==> src/rtl/core/mmn_pkg.sv <==
// Shared definitions for the magnetometer median normalizer.
// Field widths, register indexes, reset values and the scaler result type.
// No dependencies.
package mmn_pkg;

    // Field widths.
    localparam int RAW_W      = 16;
    localparam int CEN_W      = 20;
    localparam int GAIN_W     = 25;
    localparam int NORM_W     = 18;
    localparam int CFG_IDX_W  = 2;
    localparam int CFG_DATA_W = 25;

    // Default window length.
    localparam int MMN_WINDOW_LEN = 5;

    // Configuration register indexes.
    localparam logic [CFG_IDX_W-1:0] CFG_CENTER_X   = 2'd0;
    localparam logic [CFG_IDX_W-1:0] CFG_CENTER_Y   = 2'd1;
    localparam logic [CFG_IDX_W-1:0] CFG_RANGE_GAIN = 2'd2;

    // Configuration reset values.
    localparam logic [CEN_W-1:0]  CENTER_X_RST   = 20'd4072;
    localparam logic [CEN_W-1:0]  CENTER_Y_RST   = 20'd1232;
    localparam logic [GAIN_W-1:0] RANGE_GAIN_RST = 25'd36511;

    // One normalized axis and its saturation flag.
    typedef struct packed {
        logic [NORM_W-1:0] norm;
        logic              clip;
    } t_scale_res;

endpackage

==> src/rtl/core/mmn_rank.sv <==
// Rank test for one window candidate: a bank of comparators against every tap.
// Depends on mmn_pkg for the sample width.
module mmn_rank #(
    parameter int WINDOW_LEN = mmn_pkg::MMN_WINDOW_LEN
) (
    input  logic [WINDOW_LEN-1:0][mmn_pkg::RAW_W-1:0] i_win,
    input  logic [$clog2(WINDOW_LEN)-1:0]             i_idx,
    output logic [mmn_pkg::RAW_W-1:0]                 o_cand,
    output logic                                      o_hit
);
    import mmn_pkg::*;

    localparam int CNT_W   = $clog2(WINDOW_LEN + 1);
    localparam int MED_IDX = WINDOW_LEN / 2;

    logic [WINDOW_LEN-1:0] lt_vec;
    logic [WINDOW_LEN-1:0] le_vec;
    logic [CNT_W-1:0]      n_lt;
    logic [CNT_W-1:0]      n_le;

    // Compare the candidate against every tap in parallel.
    always_comb begin
        o_cand = i_win[i_idx];
        for (int j = 0; j < WINDOW_LEN; j++) begin
            lt_vec[j] = $signed(i_win[j]) <  $signed(o_cand);
            le_vec[j] = $signed(i_win[j]) <= $signed(o_cand);
        end
        n_lt = CNT_W'($countones(lt_vec));
        n_le = CNT_W'($countones(le_vec));
    end

    // The candidate sits at the middle sorted position when fewer than or
    // exactly MED_IDX taps lie below it and more than MED_IDX lie at or below.
    assign o_hit = (n_lt <= CNT_W'(MED_IDX)) && (n_le > CNT_W'(MED_IDX));

endmodule

==> src/rtl/core/mmn_scale.sv <==
// Shared scaler: center removal, multiply by the range gain, round and saturate.
// Depends on mmn_pkg for widths and the result type.
module mmn_scale (
    input  logic                          i_clk,
    input  logic                          i_load,
    input  logic [mmn_pkg::RAW_W-1:0]     i_med,
    input  logic [mmn_pkg::CEN_W-1:0]     i_center,
    input  logic [mmn_pkg::GAIN_W-1:0]    i_gain,
    output mmn_pkg::t_scale_res           o_res
);
    import mmn_pkg::*;

    localparam int D_W    = RAW_W + 6;
    localparam int PROD_W = D_W + GAIN_W + 1;
    localparam int FRAC   = 14;
    localparam int Q_W    = PROD_W + 1 - FRAC;

    logic signed [D_W-1:0]    diff;
    logic signed [GAIN_W:0]   gain_s;
    logic signed [PROD_W-1:0] n_prod;
    logic signed [PROD_W-1:0] r_prod;
    logic signed [PROD_W:0]   rounded;
    logic        [Q_W-1:0]    q;
    logic                     ovf;

    // Sixteen times the median minus the center, then the exact product.
    always_comb begin
        diff   = $signed({{2{i_med[RAW_W-1]}}, i_med, 4'b0000})
               - $signed({{(D_W-CEN_W){i_center[CEN_W-1]}}, i_center});
        gain_s = $signed({1'b0, i_gain});
        n_prod = diff * gain_s;
    end

    always_ff @(posedge i_clk) begin
        if (i_load) begin
            r_prod <= n_prod;
        end
    end

    // Round half up at bit 14 and saturate to the Q3.14 range.
    always_comb begin
        rounded = $signed({r_prod[PROD_W-1], r_prod})
                + $signed((PROD_W+1)'(1 << (FRAC - 1)));
        q       = rounded[PROD_W:FRAC];
        ovf     = (q[Q_W-1:NORM_W-1] != {(Q_W-NORM_W+1){1'b0}})
               && (q[Q_W-1:NORM_W-1] != {(Q_W-NORM_W+1){1'b1}});
        o_res.clip = ovf;
        if (!ovf) begin
            o_res.norm = q[NORM_W-1:0];
        end else if (q[Q_W-1]) begin
            o_res.norm = {1'b1, {(NORM_W-1){1'b0}}};
        end else begin
            o_res.norm = {1'b0, {(NORM_W-1){1'b1}}};
        end
    end

endmodule

==> src/rtl/core/magnetometer_median_normalizer.sv <==
// Magnetometer median normalizer. A changed reading is ranked on the x window, then on
// the y window; r_x and r_y are the 1..WINDOW_LEN rank steps of each axis. Each median
// passes the multiply and round states, and the output state loads the output register.
// No new reading is taken until the block is back in idle, and o_stall is high until then.
// A waiting result on a stalled output holds the block in the output state. An unchanged
// reading is taken and gives nothing. Synchronous active-low reset clears the windows
// and the last reading, and returns the configuration to its defaults.
module magnetometer_median_normalizer #(
    parameter int WINDOW_LEN = mmn_pkg::MMN_WINDOW_LEN
) (
    input  logic                            i_clk,
    input  logic                            i_rst_n,
    // Input reading channel.
    input  logic                            i_valid,
    output logic                            o_stall,
    input  logic [mmn_pkg::RAW_W-1:0]       i_raw_x,
    input  logic [mmn_pkg::RAW_W-1:0]       i_raw_y,
    input  logic [mmn_pkg::RAW_W-1:0]       i_raw_z,
    // Result channel.
    output logic                            o_valid,
    input  logic                            i_stall,
    output logic [mmn_pkg::NORM_W-1:0]      o_norm_x,
    output logic [mmn_pkg::NORM_W-1:0]      o_norm_y,
    output logic                            o_clipped,
    // Configuration write channel.
    input  logic                            i_cfg_valid,
    output logic                            o_cfg_ready,
    input  logic [mmn_pkg::CFG_IDX_W-1:0]   i_cfg_index,
    input  logic [mmn_pkg::CFG_DATA_W-1:0]  i_cfg_data
);
    import mmn_pkg::*;

    localparam int IDX_W = $clog2(WINDOW_LEN);

    typedef enum logic [2:0] {
        S_IDLE,
        S_RANK,
        S_MUL,
        S_RND,
        S_OUT
    } t_state;

    t_state r_state;
    logic   r_axis;
    logic [IDX_W-1:0] r_idx;
    logic [RAW_W-1:0] r_med;
    logic [NORM_W-1:0] r_nx;
    logic [NORM_W-1:0] r_ny;
    logic r_clip;
    logic r_out_valid;
    logic [NORM_W-1:0] r_out_x;
    logic [NORM_W-1:0] r_out_y;
    logic r_out_clip;

    logic [WINDOW_LEN-1:0][RAW_W-1:0] r_win_x;
    logic [WINDOW_LEN-1:0][RAW_W-1:0] r_win_y;
    logic [RAW_W-1:0] r_last_x;
    logic [RAW_W-1:0] r_last_y;
    logic [RAW_W-1:0] r_last_z;

    logic [CEN_W-1:0]  r_center_x;
    logic [CEN_W-1:0]  r_center_y;
    logic [GAIN_W-1:0] r_gain;

    logic in_accept;
    logic changed;
    logic out_free;
    logic [WINDOW_LEN-1:0][RAW_W-1:0] rank_win;
    logic [RAW_W-1:0] rank_cand;
    logic rank_hit;
    t_scale_res scale_res;

    assign o_stall     = (r_state != S_IDLE);
    assign in_accept   = i_valid && !o_stall;
    assign changed     = (i_raw_x != r_last_x) || (i_raw_y != r_last_y)
                      || (i_raw_z != r_last_z);
    assign out_free    = !r_out_valid || !i_stall;
    assign o_cfg_ready = 1'b1;

    assign o_valid   = r_out_valid;
    assign o_norm_x  = r_out_x;
    assign o_norm_y  = r_out_y;
    assign o_clipped = r_out_clip;

    // Configuration registers.
    always_ff @(posedge i_clk) begin
        if (!i_rst_n) begin
            r_center_x <= CENTER_X_RST;
            r_center_y <= CENTER_Y_RST;
            r_gain     <= RANGE_GAIN_RST;
        end else if (i_cfg_valid && o_cfg_ready) begin
            if (i_cfg_index == CFG_CENTER_X) begin
                r_center_x <= i_cfg_data[CEN_W-1:0];
            end else if (i_cfg_index == CFG_CENTER_Y) begin
                r_center_y <= i_cfg_data[CEN_W-1:0];
            end else if (i_cfg_index == CFG_RANGE_GAIN) begin
                r_gain <= i_cfg_data[GAIN_W-1:0];
            end
        end
    end

    // Rank search runs over the x window first, then the y window.
    assign rank_win = r_axis ? r_win_y : r_win_x;

    mmn_rank #(
        .WINDOW_LEN (WINDOW_LEN)
    ) u_rank (
        .i_win  (rank_win),
        .i_idx  (r_idx),
        .o_cand (rank_cand),
        .o_hit  (rank_hit)
    );

    mmn_scale u_scale (
        .i_clk    (i_clk),
        .i_load   (r_state == S_MUL),
        .i_med    (r_med),
        .i_center (r_axis ? r_center_y : r_center_x),
        .i_gain   (r_gain),
        .o_res    (scale_res)
    );

    // Sequencer, window storage and output register.
    always_ff @(posedge i_clk) begin
        if (!i_rst_n) begin
            r_state     <= S_IDLE;
            r_axis      <= 1'b0;
            r_idx       <= '0;
            r_clip      <= 1'b0;
            r_out_valid <= 1'b0;
            r_win_x     <= '0;
            r_win_y     <= '0;
            r_last_x    <= '0;
            r_last_y    <= '0;
            r_last_z    <= '0;
        end else begin
            // The output state reloads the register itself when it is taken.
            if (r_out_valid && !i_stall && (r_state != S_OUT)) begin
                r_out_valid <= 1'b0;
            end
            unique case (r_state)
                S_IDLE: begin
                    if (in_accept && changed) begin
                        r_last_x <= i_raw_x;
                        r_last_y <= i_raw_y;
                        r_last_z <= i_raw_z;
                        r_win_x  <= {r_win_x[WINDOW_LEN-2:0], i_raw_x};
                        r_win_y  <= {r_win_y[WINDOW_LEN-2:0], i_raw_y};
                        r_axis   <= 1'b0;
                        r_idx    <= '0;
                        r_clip   <= 1'b0;
                        r_state  <= S_RANK;
                    end
                end
                S_RANK: begin
                    if (rank_hit) begin
                        r_med   <= rank_cand;
                        r_state <= S_MUL;
                    end else begin
                        r_idx <= r_idx + IDX_W'(1);
                    end
                end
                S_MUL: begin
                    r_state <= S_RND;
                end
                S_RND: begin
                    r_clip <= r_clip | scale_res.clip;
                    if (!r_axis) begin
                        r_nx    <= scale_res.norm;
                        r_axis  <= 1'b1;
                        r_idx   <= '0;
                        r_state <= S_RANK;
                    end else begin
                        r_ny    <= scale_res.norm;
                        r_state <= S_OUT;
                    end
                end
                S_OUT: begin
                    if (out_free) begin
                        r_out_valid <= 1'b1;
                        r_out_x     <= r_nx;
                        r_out_y     <= r_ny;
                        r_out_clip  <= r_clip;
                        r_state     <= S_IDLE;
                    end
                end
                default: begin
                    r_state <= S_IDLE;
                end
            endcase
        end
    end

`ifndef SYNTHESIS
    // The rank search always finds the median by the last tap.
    a_rank_found: assert property (@(posedge i_clk) disable iff (!i_rst_n)
        (r_state == S_RANK && r_idx == IDX_W'(WINDOW_LEN - 1)) |-> rank_hit)
        else $error("median not found in window");

    // A result only appears out of the output state.
    a_out_source: assert property (@(posedge i_clk) disable iff (!i_rst_n)
        $rose(o_valid) |-> $past(r_state) == S_OUT)
        else $error("result raised outside output state");

    // A changed reading starts the rank search on the x window.
    a_start: assert property (@(posedge i_clk) disable iff (!i_rst_n)
        (in_accept && changed) |=> (r_state == S_RANK && !r_axis))
        else $error("changed reading did not start processing");
`endif

endmodule
==> config.mk <==
export PLATFORM = sky130hd
export DESIGN_NAME = magnetometer_median_normalizer
export DESIGN_NICKNAME = d
export VERILOG_FILES = /design/src/rtl/core/mmn_pkg.sv /design/src/rtl/core/mmn_rank.sv /design/src/rtl/core/mmn_scale.sv /design/src/rtl/core/magnetometer_median_normalizer.sv
export SDC_FILE = /design/constraint.sdc
export NUM_CORES = 2
export LEC_CHECK = 0
export BUFFER_PORTS_ARGS = -buffer_cell sky130_fd_sc_hd__buf_2
export CELL_PAD_IN_SITES_DETAIL_PLACEMENT = 1
export CELL_PAD_IN_SITES_GLOBAL_PLACEMENT = 2
export CORE_MARGIN = 1.5
export CORE_UTILIZATION = 44
export DETAILED_ROUTE_END_ITERATION = 10
export PLACE_DENSITY = 0.88
export REMOVE_ABC_BUFFERS = 1
export SLEW_MARGIN = 20
export SYNTH_ARGS = -nofsm -noshare
export SYNTH_HDL_FRONTEND = slang
export SYNTH_HIERARCHICAL = 1
export SYNTH_SLANG_ARGS = --single-unit
export TNS_END_PERCENT = 20
==> constraint.sdc <==
create_clock -name i_clk -period 24.9 [get_ports i_clk]
set_input_delay 1.245 -clock i_clk [delete_from_list [all_inputs] [get_ports i_clk]]
set_output_delay 1.245 -clock i_clk [all_outputs]
set_load 0.03 [all_outputs]
==> out/metrics.cfg <==
[worst_setup_path]
slowest_stage = and2_1
worstReg2RegStart = r_axis
crit_fanout = 50
path_delay_family = adder cells
timing.critical_path.mode_cell = fa_1
critPathCapture = u_scale/r_prod[38]
critPathCaptureType = register
cp.buffers_inverters = 6
crit_type = reg -> reg
reg2reg_to = u_scale/r_prod[38]
r2r_setup_slack_ps = 14030
arrival_ps = 11210
rr_worst_depth = 30
critPathMaxStageDelay_ps = 870
worstSetupStartpointType = register
cp.depth = 30
startpoint = r_axis
cp.required_ps = 25240

[final_layout]
layout_common_cells = nand2_1, inv_1, fa_1
antenna_cells = 0
layout_commonest_cell = nand2_1
finalNetCount = 5480
final_util_pct = 47.9
area_growth_pct = 7.71
fill_cells = 10789
instances_no_fill = 5957
drive_gt1_share_pct = 9.23

[timing]
maxClockFrequency_mhz = 92.0
period_share_pct = 43.6
worst_pin_slew_ps = 1170
grt_setup_unrepaired = false
finalSetupViolations = 0
slew_violations = 0
fin_worst_skew_ps = 34.1
hold_viol = 0
setup_ws_ps = 14030
setup_tns_ps = 0
period_minus_slack_ps = 10870
slew_headroom_pct = 22.0

[clock_network]
post_cts_buffers = 0
cts_root_buffer = clkbuf_16
cts_made_buffers = 47
clkLatencyLatePin_ps = 620
ctsResizeCount = 0
clock_path_buffers = 3
clkTransAtPathRegs_ps = 80
numClockSinks = 373
cts_max_level = 2
ctsHoldBuffers = 0
cts_tree = done

[yosys]
avgSynthCellArea_um2 = 8.51
ys.flop_type = dfxtp_1
yosysSeqAreaShare_pct = 21.3
synthDistinctLibCells = 95
synth-async-reset-ratio_pct = 0
synth_area_um2 = 40800
yosysWarningCount = 6
synth-seq-cells = 373
synth_cells = 4796
synth_edf_count = 123

[floorplan]
die_w_um = 308
initial_utilization_pct = 44.5
die_y_um = 308
die_area_um2 = 94600
coreArea_um2 = 91800
rows = 111
ios = 120

[route]
ant_nets = 0
wirelength_mm = 126
vias = 34189
drtIter0Drc = 1989
dr.pass1.iters = 5
drcViolationCount = 0
wire_per_inst_um = 21.1
routed_via_density = 5.74

[status]
status = completed

[place]
gp_congestion = 0.862
place_inst = 5872
dpl_worst_slack_ps = 14070
numPortBuffers = 118
dp_hpwl_mm = 90.2

[global_routing]
grt_use_total_pct = 26.5
overflow = 0
grt_pass1_vias = 36379
antenna_found_initial = 0
grt_max_degree = 246
grt_first_pass_wirelength_mm = 201

[hold_path]
min_path_type = reg -> reg

[run]
max_cap_viol_count = 0

## Yosys cell counts (14+ instances only)
master       n  share of area [%]
nor3_1      66               0.81
nand3b_1    20               0.37
a21o_1      20               0.37
o21ai_1    159                1.9
clkbuf_1   321                3.0
nor2b_1     26               0.40
dfxtp_1    250                 12
a2bb2oi_1  128                2.7
ha_1       284                8.7
edfxtp_1   123                9.0
fa_1       438                 21
buf_1       15               0.14
o21ai_0     82                1.0
nor4_1      20               0.31
nand2_1    783                7.2
nor2_1     209                1.9
o2111ai_1   50                1.1
and4b_1     17               0.42
and4_1      14               0.30
a211oi_1    14               0.26
inv_1      573                5.3
or4_1      180                3.3
xor2_1      71                1.5
mux2_2     102                2.8
xnor2_1     50                1.1
nand3_1    179                2.2
mux2i_1     32               0.78
nand4_1     28               0.43
and2_1     148                2.3
a21oi_1    139                1.7
and3_1      61               0.93
## final cells by class
class                   instances  area (um2)  area share (%)
well taps                    1243        1560            3.54
clock inverters                11         144           0.327
inverters                     573        2150            4.89
multi-input cells            3499       28800            65.5
clock buffers                  74        1490            3.39
repair buffers                184        1120            2.55
flip-flops and latches        373        8700            19.8
## metal layers
metal,vias to the layer above,wire [um],track usage [%]
li1,15934,-,-
met1,17458,53800,33.0
met2,585,63400,47.4
met3,212,3940,2.81
met4,0,4580,9.44
met5,-,0,0
## how the worst min path moves through the flow
| stage | end | slack (ps) | cells after the start | from |
|---|---|---|---|---|
| finish | o_norm_x[1] | 400 | 0 | r_nx[1] |
| global route | o_norm_x[1] | 410 | 0 | r_nx[1] |
| CTS | o_norm_x[1] | 400 | 0 | r_nx[1] |
| detailed placement | o_norm_y[10] | 410 | 0 | r_ny[10] |
| global placement | o_norm_y[2] | 400 | 0 | r_ny[2] |
| floorplan | o_norm_x[0] | 400 | 0 | r_nx[0] |
## sequential cells by signal (all words and copies together), names as in the netlist, 18 cells and up
register and flops:
u_scale/r_prod 34, r_ny 18, r_center_x 20, o_norm_x 18, r_win_y 64, r_center_y 20
r_gain 25, r_nx 18, o_norm_y 18, r_win_x 64
## metrics by stage
stage | area (um2) | hold slack, ps
floorplan | 39500 | 400
global placement | 42300 | 401
detailed placement | 42400 | 406
CTS | 44000 | 400
global route | 44000 | 411
finish | 44000 | 398
## cells by family after synthesis
kind of cell	synth area share (%)
AOI/OAI and AO/OA	11.4
xor gates and xnor gates	2.63
adders and majority gates	30.2
buffers and inverters	8.60
DFF	21.3
muxes	3.78
other	0.00918
and+or+nand+nor	22.1
Power is left out: the tool's default activity adds up to more than one toggle a clock period on the data nets, which glitch-free logic cannot reach.
